--- src/smat_pkg.sv ---
// Package for the shadow memory access tracker.
// Holds field widths, default parameters, payload structs, controller state
// and the command/status structs between controller and datapath.
package smat_pkg;

  localparam int SHADOW_AW_DEF        = 12;
  localparam int THREAD_SLOTS_DEF     = 32;
  localparam int EVENT_BITS_DEF       = 32;
  localparam int MAX_ACCESS_BYTES_DEF = 16;

  localparam int ACTION_W = 2;
  localparam int ADDR_W   = 32;
  localparam int COUNT_W  = 5;
  localparam int TID_W    = 5;
  localparam int EVENT_W  = 32;

  localparam logic [ACTION_W-1:0] ACT_WRITE = 2'd0;
  localparam logic [ACTION_W-1:0] ACT_READ  = 2'd1;
  localparam logic [ACTION_W-1:0] ACT_QUERY = 2'd2;

  typedef struct packed {
    logic [ACTION_W-1:0] action;
    logic [ADDR_W-1:0]   address;
    logic [COUNT_W-1:0]  byte_count;
    logic [TID_W-1:0]    thread_id;
    logic [EVENT_W-1:0]  event_id;
  } req_t;

  typedef struct packed {
    logic [TID_W-1:0]   writer_thread;
    logic [EVENT_W-1:0] writer_event;
    logic               thread_has_read;
    logic               range_error;
  } rsp_t;

  typedef enum logic [2:0] {
    ST_CLEAR,
    ST_IDLE,
    ST_DECODE,
    ST_WRITE,
    ST_READ,
    ST_DRAIN,
    ST_QUERY
  } ctl_state_t;

  typedef struct packed {
    logic clear;
    logic capture;
    logic wr_step;
    logic rd_issue;
    logic finish;
    logic finish_query;
  } cmd_t;

  typedef struct packed {
    logic [ACTION_W-1:0] action;
    logic                err;
    logic                empty;
    logic                cnt_last;
    logic                clear_last;
  } status_t;

endpackage

--- src/smat_ctrl.sv ---
// Controller state machine of the shadow memory access tracker.
// Sequences the clearing pass, write and read sweeps and queries.
// Depends on smat_pkg.
module smat_ctrl (
  input  logic               clk,
  input  logic               rst,
  input  logic               start,
  output logic               busy,
  input  smat_pkg::status_t  status,
  output smat_pkg::cmd_t     cmd
);

  smat_pkg::ctl_state_t state, state_next;

  always_ff @(posedge clk) begin
    if (rst) begin
      state <= smat_pkg::ST_CLEAR;
    end else begin
      state <= state_next;
    end
  end

  always_comb begin
    state_next = state;
    case (state)
      smat_pkg::ST_CLEAR: begin
        if (status.clear_last) state_next = smat_pkg::ST_IDLE;
      end
      smat_pkg::ST_IDLE: begin
        if (start) state_next = smat_pkg::ST_DECODE;
      end
      smat_pkg::ST_DECODE: begin
        case (status.action)
          smat_pkg::ACT_WRITE: begin
            state_next = (status.err || status.empty) ? smat_pkg::ST_IDLE : smat_pkg::ST_WRITE;
          end
          smat_pkg::ACT_READ: begin
            state_next = (status.err || status.empty) ? smat_pkg::ST_IDLE : smat_pkg::ST_READ;
          end
          smat_pkg::ACT_QUERY: begin
            state_next = status.err ? smat_pkg::ST_IDLE : smat_pkg::ST_QUERY;
          end
          default: state_next = smat_pkg::ST_IDLE;
        endcase
      end
      smat_pkg::ST_WRITE: begin
        if (status.cnt_last) state_next = smat_pkg::ST_IDLE;
      end
      smat_pkg::ST_READ: begin
        if (status.cnt_last) state_next = smat_pkg::ST_DRAIN;
      end
      smat_pkg::ST_DRAIN: state_next = smat_pkg::ST_IDLE;
      smat_pkg::ST_QUERY: state_next = smat_pkg::ST_IDLE;
      default: state_next = smat_pkg::ST_CLEAR;
    endcase
  end

  always_comb begin
    cmd  = '0;
    busy = 1'b1;
    case (state)
      smat_pkg::ST_CLEAR: cmd.clear = 1'b1;
      smat_pkg::ST_IDLE: begin
        busy        = 1'b0;
        cmd.capture = start;
      end
      smat_pkg::ST_DECODE: begin
        case (status.action)
          smat_pkg::ACT_WRITE: cmd.finish = status.err || status.empty;
          smat_pkg::ACT_READ:  cmd.finish = status.err || status.empty;
          smat_pkg::ACT_QUERY: cmd.finish = status.err;
          default:             cmd.finish = 1'b1;
        endcase
      end
      smat_pkg::ST_WRITE: begin
        cmd.wr_step = 1'b1;
        cmd.finish  = status.cnt_last;
      end
      smat_pkg::ST_READ: cmd.rd_issue = 1'b1;
      smat_pkg::ST_DRAIN: cmd.finish = 1'b1;
      smat_pkg::ST_QUERY: begin
        cmd.finish       = 1'b1;
        cmd.finish_query = 1'b1;
      end
      default: cmd = '0;
    endcase
  end

`ifndef ASSERT_OFF
  a_one_cmd: assert property (@(posedge clk) disable iff (rst)
    $onehot0({cmd.clear, cmd.capture, cmd.wr_step, cmd.rd_issue}))
    else $error("more than one datapath command at once");

  a_finish_idle: assert property (@(posedge clk) disable iff (rst)
    cmd.finish |=> state == smat_pkg::ST_IDLE)
    else $error("finish not followed by idle");

  a_reset_busy: assert property (@(posedge clk)
    $past(rst) |-> busy)
    else $error("not busy while clearing after reset");
`endif

endmodule

--- config.mk ---
export PLATFORM = sky130hd
export DESIGN_NAME = smat_ctrl
export DESIGN_NICKNAME = d
export VERILOG_FILES = /design/src/smat_pkg.sv /design/src/smat_ctrl.sv
export SDC_FILE = /design/constraint.sdc
export NUM_CORES = 1
export LEC_CHECK = 0
export BUFFER_PORTS_ARGS = -buffer_cell sky130_fd_sc_hd__buf_2
export CAP_MARGIN = 25
export CORE_AREA = 2 2 39 41
export DETAILED_ROUTE_END_ITERATION = 8
export DIE_AREA = 0 0 41 43
export SETUP_SLACK_MARGIN = 0.4
export SYNTH_ARGS = -nofsm -noshare
export SYNTH_HDL_FRONTEND = slang
export SYNTH_SLANG_ARGS = --single-unit
--- constraint.sdc ---
create_clock -name clk -period 1.78 [get_ports clk]
set_clock_uncertainty 0.05 [all_clocks]
set_input_delay 0.089 -clock clk [delete_from_list [all_inputs] [get_ports clk]]
set_output_delay 0.089 -clock clk [all_outputs]
set_load 0.02 [all_outputs]
==> results.cfg, run 1 <==
[outcome]
status = complete, no violations

[global_routing]
grt_overflow_total = 0
grt_max_degree = 13
grt_pass1_wl_um = 1062
grt_pass1_vias = 270
grt_util_all_layers = 0.08617
antenna_found_initial = 0

[pwr]
total_leakage_power_nw = 0.2229
peakVddDrop_mv = 0.3862
p_total_mw = 0.2935
pwr-share-comb = 0.339
power_density_nw_per_um2 = 637.4
swShare = 0.3055
p_switching_mw = 0.08965
power.share.clock = 0.391
power.internal_mw = 0.2038
power_frac_seq = 0.270

[final_layout]
top_regs = state: 3 flops
layout.nets = 70
largest_reg_flops = 3
final_common_cell = buf_2
top_register = state
syn_to_final_growth_pct = 48.39
most-common-layout-cells = 14 x buf_2, 5 x nor2_1, 4 x nand2_1, 4 x buf_4
utilization = 0.3327
n_antenna_cell = 0
final_layout_size_suffix_gt1_frac = 0.4833

[floorplan]
die-area_um2 = 1763
core-area_um2 = 1384
io_pins = 16
die_w_um = 41
die_y_um = 43
std_cell_rows = 14
initial_core_util = 0.2242

[timing]
hold_violations = 0
whs_ns = 0.09624
drv_slew = 0
period_needed_ns = 1.373
finalCritPeriodShare = 0.7715
fmax_mhz = 728.2
maxSlewHeadroom = 0.8736
setup_tns_ns = 0
setup_viol = 0
rsz0062_at_grt = yes
worst_pin_slew_ns = 0.1891

[place]
place_congestion = 0.7601
io_buffers = 15
place_hpwl_um = 576.9

[clock_tree]
h-tree-depth = 1
clk_latency_ns = 0.23
cts_tree = built
cts_hold_buffers = 0
cts_buffers = 3
clockRootBuffer = clkbuf_4
clockBufferDepth = 2
clock_sinks = 3
path_clk_slew_ns = 0.03

[hold_path]
hold_class = input pin to register

[logic_synthesis]
synth_area_per_cell_um2 = 7.568
yosys_warnings = 0
synthTopCellsByArea = dfxtp_1 19%, nor3b_1 7.3%, nor2_1 6.0%
netlist.area_leader.share = 0.1935
syn_inst = 41
yosysUniqueCellTypes = 24
ys_ff_latch = 3
syn-num-nets = 50
ys_seq_area_frac = 0.1935
syn_area_um2 = 310.3
yosys.area.top_type = dfxtp_1

[route]
drc = 0
vias = 366
routedWlPerCell_um = 10.13
drt_pre_antenna_iters = 4
vias_per_cell = 4.816
routed_wl_um = 770
drtIter0Drc = 7
ant_nets = 0

[worst_setup_path]
crit_fanout = 4
cp.required_ns = 1.84
crit_type = register to register
cp.arrival_ns = 1.44
cp-start-kind = register
endpoint_kind = register

[flow_run]
drv_cap = 0
final timing paths:
check,startpoint,to,slack [ns],cells after the start
setup / recovery,state[0]$_SDFFE_PP0P_,state[1]$_SDFFE_PP0P_,0.41,5
hold / removal,rst,state[2]$_SDFFE_PP0P_,0.1,2
setup reg to reg,state[0]$_SDFFE_PP0P_,state[1]$_SDFFE_PP0P_,0.41,5
hold reg to reg,state[2]$_SDFFE_PP0P_,state[0]$_SDFFE_PP0P_,0.47,1
stage by stage:
stage               cell area [um2]  std cells  worst slack [ns]
floorplan                     315.3         41            0.4184
finish                        460.4         76            0.4068
global placement              394.1         69            0.3138
CTS                           435.4         73            0.3989
detailed placement            394.1         69            0.2818
global route                  460.4         76            0.3685
kinds of logic after synthesis:
| kind of cell | Yosys count | share of synthesized area |
|---|---|---|
| XOR/XNOR | 1 | 0.02823 |
| AND/OR/NAND/NOR | 20 | 0.3790 |
| multiplexers | 1 | 0.03226 |
| flip-flops | 3 | 0.1936 |
| AO/OA/AOI/OAI | 12 | 0.2903 |
| buffers and inverters | 4 | 0.07660 |
power groups by stage:
| stage | Sequential (mW) | Combinational, mW | Clock, mW |
|---|---|---|---|
| after floorplan | 0.0746 | 0.0703 | 0 |
| after global placement | 0.0839 | 0.0862 | 0 |
| after detailed placement | 0.0841 | 0.0863 | 0 |
| after CTS | 0.0840 | 0.0888 | 0.119 |
| after global routing | 0.0806 | 0.108 | 0.122 |
| final | 0.0792 | 0.0995 | 0.115 |
routing by layer:
metal,track usage,vias to the layer above,part of all wire
met4,0,0,0
met5,0,-,0
met3,0.04712,0,0.077
met1,0.1182,162,0.44
li1,-,189,-
met2,0.1250,15,0.48
layout make-up:
cell class                 count  area [um2]
fill                         157       923.4
multi-input combinational     34       231.5
timing repair buffer          19       111.4
sequential                     3       71.32
clock buffer                   4       26.28
tap                           16       20.02
critical path: stages (launching register included):
cell	delay, ns
dfxtp_4	0.35
buf_4	0.14
or3_1	0.34
nand2_1	0.08
a21oi_1	0.09
a32o_1	0.22
synth_stat cells:
| cell type | number |
|---|---|
| a22o_1 | 1 |
| buf_6 | 1 |
| nor2_1 | 5 |
| o21ba_2 | 1 |
| o21a_1 | 2 |
| o22ai_1 | 1 |
| clkbuf_1 | 2 |
| a21oi_1 | 3 |
| buf_2 | 1 |
| and3_1 | 1 |
| mux2i_1 | 1 |
| xor2_1 | 1 |
| nand2_1 | 4 |
| a32o_1 | 1 |
| o31ai_2 | 1 |
| nor3b_1 | 3 |
| or3_1 | 1 |
| or4b_4 | 1 |
| nor3_1 | 1 |
| nor2b_1 | 2 |
| and3b_1 | 2 |
| dfxtp_1 | 3 |
| a211oi_1 | 1 |
| o21ai_1 | 1 |
timing repair:
| action | in CTS | in global routing |
|---|---|---|
| endpoints found under the hold margin | 0 | 0 |
| setup buffers | 0 | 3 |
| gates resized for setup | 7 | 1 |
| cloned | 0 | 0 |
| endpoints found under the setup margin | 3 | 2 |
| pin swaps | 0 | 2 |
Power figures use the tool's default switching activity.
==> run 2: changes to the inputs <==
Clock period 1.78 ns to 1.16 ns, I/O delays scaled along.
==> run 2 against run 1 <==
The flow now finishes with violations (negative setup slack). Critical path depth decreased by 2. Maximum frequency is 0.98% higher. Die area did not move. Final cell count rose by 5.3%. Critical endpoint unchanged. Largest cell class unchanged. Highest routed layer is now met4.
==> results.cfg, run 2 (synthesis results as in run 1) <==
[outcome]
status = finished with violations
violations = negative setup slack

[global_routing]
grt_use_met1 = 0.1122
grt_pass1_wl_um = 1290
grt_pass1_vias = 322
grt_max_degree = 11
grt_use_met2 = 0.1813
top_usage_layer = met2
grt_util_all_layers = 0.1143
grt_use_met3 = 0.03141
grt_overflow_total = 0
antenna_found_initial = 0

[final_layout]
final_common_cell = buf_2
syn_to_final_growth_pct = 78.63
stdcell_area_um2 = 554.3
utilization = 0.4005
top_regs = state: 3 flops
n_antenna_cell = 0
register_area_um2 = 62.56
multiInputGateArea_um2 = 279.0
layout.nets = 74
top_register = state
most-common-layout-cells = 10 x buf_2, 8 x buf_4, 5 x buf_6, 4 x nor2_1
final_layout_size_suffix_gt1_frac = 0.6406
fillers = 153
largest_reg_flops = 3

[clock_tree]
clockRootBuffer = clkbuf_4
path_clk_slew_ns = 0.04
cts_buffers = 3
h-tree-depth = 1
clk_latency_ns = 0.23
clock_sinks = 3
clockBufferDepth = 2
cts_tree = built

[timing]
fin_ws_ns = -0.1999
rsz0062_at_grt = yes
drv_slew = 0
period_needed_ns = 1.360
finalCritPeriodShare = 1.172
fmax_mhz = 735.3
setup_viol = 7
setup_tns_ns = -0.7279
maxSlewHeadroom = 0.8388
worst_pin_slew_ns = 0.2413
hold_violations = 0

[route]
drc = 0
vias = 375
routedWlPerCell_um = 10.46
ant_nets = 0
drtIter0Drc = 2
vias_per_cell = 4.688
drt_pre_antenna_iters = 2
routed_wl_um = 837

[floorplan]
core-area_um2 = 1384
die_w_um = 41
io_pins = 16
std_cell_rows = 14
initial_core_util = 0.2242
die_y_um = 43
die-area_um2 = 1763

[worst_setup_path]
reg2reg_depth = 3
r2r-end = state[1]$_SDFFE_PP0P_
crit_family = simple AND/OR/NAND/NOR gates
crit_fanout = 4
cpMaxStageDelayCell = or4b_4
path_buf_inv = 0
endpoint = state[1]$_SDFFE_PP0P_
worstReg2RegStart = state[0]$_SDFFE_PP0P_
cp.required_ns = 1.27
path_cells = or4b_4, o31ai_2, a32o_1
slowest_delay_ns = 0.51
crit_type = register to register
cp-start-kind = register
crit_start = state[0]$_SDFFE_PP0P_
r2r_slack_ns = -0.20
endpoint_kind = register
cp.arrival_ns = 1.47
crit_cells = 3

[place]
io_buffers = 15
place_congestion = 0.6384
place_hpwl_um = 641.4
dpl_cell_area_um2 = 461.7
pre_cts_ws_ns = -0.1593

[hold_path]
hold_class = input pin to register
min_path_cells = 3
hp-start = rst

[pwr]
total_leakage_power_nw = 0.2519
p_total_mw = 0.5093
peakVddDrop_mv = 0.4030
power_density_nw_per_um2 = 918.9

[flow_run]
drv_cap = 0
[run 2: changes by cell type in the layout (fill, tap and decap cells not counted), moves of 2 or more]
| cell | change |
|---|---|
| and3b_1 | -2 |
| and3b_2 | +2 |
| dfxtp_4 | -3 |
| dfxtp_2 | +2 |
| buf_4 | +4 |
| buf_2 | -4 |
| buf_6 | +4 |
[run 2: what timing repair did]
| item | in CTS | in global routing |
|---|---|---|
| resized for setup | 13 | 3 |
| buffers inserted | 1 | 1 |
| pin swaps | 3 | 1 |
| hold buffers | 0 | 0 |
| endpoints found under the setup margin | 10 | 10 |
| endpoints found under the hold margin | 0 | 0 |
[run 2: layout make-up]
cell class | count | share of cell area
Tap cell | 16 | 0.03612
Sequential cell | 3 | 0.1129
Clock buffer | 4 | 0.04740
Timing Repair Buffer | 23 | 0.3002
Multi-Input combinational cell | 34 | 0.5034
[run 2: report_power, final]
group          total (mW)  internal (mW)  switching [mW]
combinational       0.210          0.108           0.102
clock               0.180          0.129          0.0515
sequential          0.119          0.112         0.00690
total               0.509          0.349           0.160
[run 2: worst min-delay path by stage]
stage               slack (ns)                     to
floorplan                 0.17  state[0]$_SDFFE_PP0P_
global placement          0.32  state[0]$_SDFFE_PP0P_
detailed placement        0.31  state[2]$_SDFFE_PP0P_
CTS                       0.06  state[0]$_SDFFE_PP0P_
global route              0.08  state[0]$_SDFFE_PP0P_
finish                    0.06  state[0]$_SDFFE_PP0P_
[run 2: metal layers]
metal,vias to the layer above,wire (um)
met2,14,443
li1,197,-
met5,-,0
met3,2,63
met1,162,316
met4,0,13
[run 2: worst min-delay path: cells and delay by family]
kind	cells	cell delay, ns
buffers and inverters	1	0.11
AO/OA/AOI/OAI	2	0.13
[run 2: stage by stage]
step                cells  hold slack, ns
CTS                    79         0.05774
floorplan              41          0.1745
finish                 80         0.06075
global placement       74          0.3161
global route           80         0.08452
detailed placement     74          0.3104
==> run 3: changes to the inputs <==
Clock period 1.16 ns to 1.4 ns, I/O delays scaled along.
==> run 3 against run 2 <==
The flow still finishes with violations (negative setup slack). Sequential power shrank 18%. Via count grew 11%. Sequential share of layout area shrank 1.5 points. Maximum frequency shrank 3.5%. First-iteration DRC count shrank 100%. Register-to-register slack gained 0.19 ns. Die area is the same. Core utilization grew 6.3 points. Hold slack gained 0.023 ns. Worst setup slack gained 0.19 ns. Critical path type unchanged. Largest cell class unchanged. Highest routed layer is now met3.
==> results.cfg, run 3 (synthesis results as in run 1) <==
[outcome]
status = finished with violations
violations = negative setup slack

[place]
place_congestion = 0.7058
place_hpwl_um = 665.7
io_buffers = 15

[floorplan]
die-area_um2 = 1763
core-area_um2 = 1384
std_cell_rows = 14
io_pins = 16
initial_core_util = 0.2242
die_y_um = 43
die_w_um = 41

[worst_setup_path]
cpMaxStageDelayCell = or4b_4
path_buf_inv = 0
endpoint_kind = register
cp-start-kind = register
crit_fanout = 3
crit_type = register to register
slowest_delay_ns = 0.54
cp.arrival_ns = 1.53
cp.required_ns = 1.52
crit_family = simple AND/OR/NAND/NOR gates
path_cells = or4b_4, o31ai_4, a32o_1

[final_layout]
largest_reg_flops = 3
n_antenna_cell = 0
top_regs = state: 3 flops
final_common_cell = buf_4
layout.nets = 79
most-common-layout-cells = 10 x buf_4, 9 x buf_6, 8 x buf_2, 3 x nor2_1, 3 x clkbuf_4
fillers = 134
utilization = 0.4638
top_register = state
final_layout_size_suffix_gt1_frac = 0.7101
syn_to_final_growth_pct = 106.9

[clock_tree]
cts_hold_buffers = 0
cts_tree = built
h-tree-depth = 1
cts_buffers = 3
clock_sinks = 3
clockRootBuffer = clkbuf_4
path_clk_slew_ns = 0.04
clk_latency_ns = 0.23
clockBufferDepth = 2

[timing]
fmax_mhz = 709.4
setup_viol = 1
setup_tns_ns = -0.009739
maxSlewHeadroom = 0.8134
fin_ws_ns = -0.009739
drv_slew = 0
finalCritPeriodShare = 1.007
rsz0062_at_grt = yes
period_needed_ns = 1.410
worst_pin_slew_ns = 0.2793
hold_violations = 0

[route]
routed_wl_um = 1095
vias = 418
drtIter0Drc = 0
routedWlPerCell_um = 12.88
ant_nets = 0
vias_per_cell = 4.918
drt_pre_antenna_iters = 1
drc = 0

[hold_path]
hold_class = input pin to register

[global_routing]
grt_use_met2 = 0.2250
top_usage_layer = met2
grt_pass1_vias = 387
grt_use_met3 = 0.04712
grt_util_all_layers = 0.1285
grt_overflow_total = 0
grt_use_met1 = 0.1125
grt_pass1_wl_um = 1455
antenna_found_initial = 0
grt_max_degree = 11

[pwr]
peakVddDrop_mv = 0.3767
total_leakage_power_nw = 0.2898
power_density_nw_per_um2 = 725.2

[flow_run]
drv_cap = 0
==> run 3: changes by cell type in the layout (fill, tap and decap cells not counted), sizes merged <==
| cell | previous run | this run |
|---|---|---|
| buf | 23 | 28 |
==> run 3: per-stage QoR <==
stage               total power, mW  instance area (um2)  hold WS (ns)  setup WS, ns  cells
floorplan                    0.1940                341.6        0.1865       0.04689     41
global placement             0.2373                446.7        0.3318       0.08967     74
detailed placement           0.2396                446.7        0.3284       0.08374     74
global route                 0.4950                641.9       0.09237      -0.03157     85
finish                       0.4655                641.9       0.08363     -0.009739     85
CTS                          0.4388                575.6       0.06663      0.001999     83
==> run 3: report_power, final <==
| group | leakage [nW] | total [mW] | switching (mW) | internal [mW] |
|---|---|---|---|---|
| sequential | 0.0252 | 0.0981 | 0.00534 | 0.0927 |
| combinational | 0.250 | 0.216 | 0.0991 | 0.117 |
| clock | 0.0150 | 0.152 | 0.0449 | 0.107 |
==> run 3: cell type report <==
class                      count  area [um2]  area share
clock buffer                   4       26.28     0.04094
multi-input combinational     34       296.5      0.4620
sequential                     3       62.56     0.09747
tap                           16       20.02     0.03119
timing repair buffer          28       236.5      0.3684
==> run 3: metal layers <==
| layer | up-vias | routed length [um] |
|---|---|---|
| li1 | 208 | - |
| met1 | 200 | 396 |
| met2 | 10 | 664 |
| met3 | 0 | 35 |
| met4 | 0 | 0 |
| met5 | - | 0 |
==> run 3: worst paths after layout <==
kind	depth (start not counted)	start	slack (ns)	endpoint
min	3	rst	0.08	state[0]$_SDFFE_PP0P_
min reg2reg	2	state[2]$_SDFFE_PP0P_	0.64	state[0]$_SDFFE_PP0P_
max reg2reg	3	state[0]$_SDFFE_PP0P_	-0.01	state[1]$_SDFFE_PP0P_
max	3	state[0]$_SDFFE_PP0P_	-0.01	state[1]$_SDFFE_PP0P_
==> run 3: repair_timing <==
action,in CTS,in global routing
hold endpoints to repair,0,0
resized for setup,18,11
setup buffers,4,2
gates cloned,1,0
setup endpoints to repair,10,10
pin swaps,9,7
==> run 3: worst min-delay path: cells and delay by family <==
family | cells | cell delay, ns
buf+inv | 1 | 0.11
compound gates | 2 | 0.15
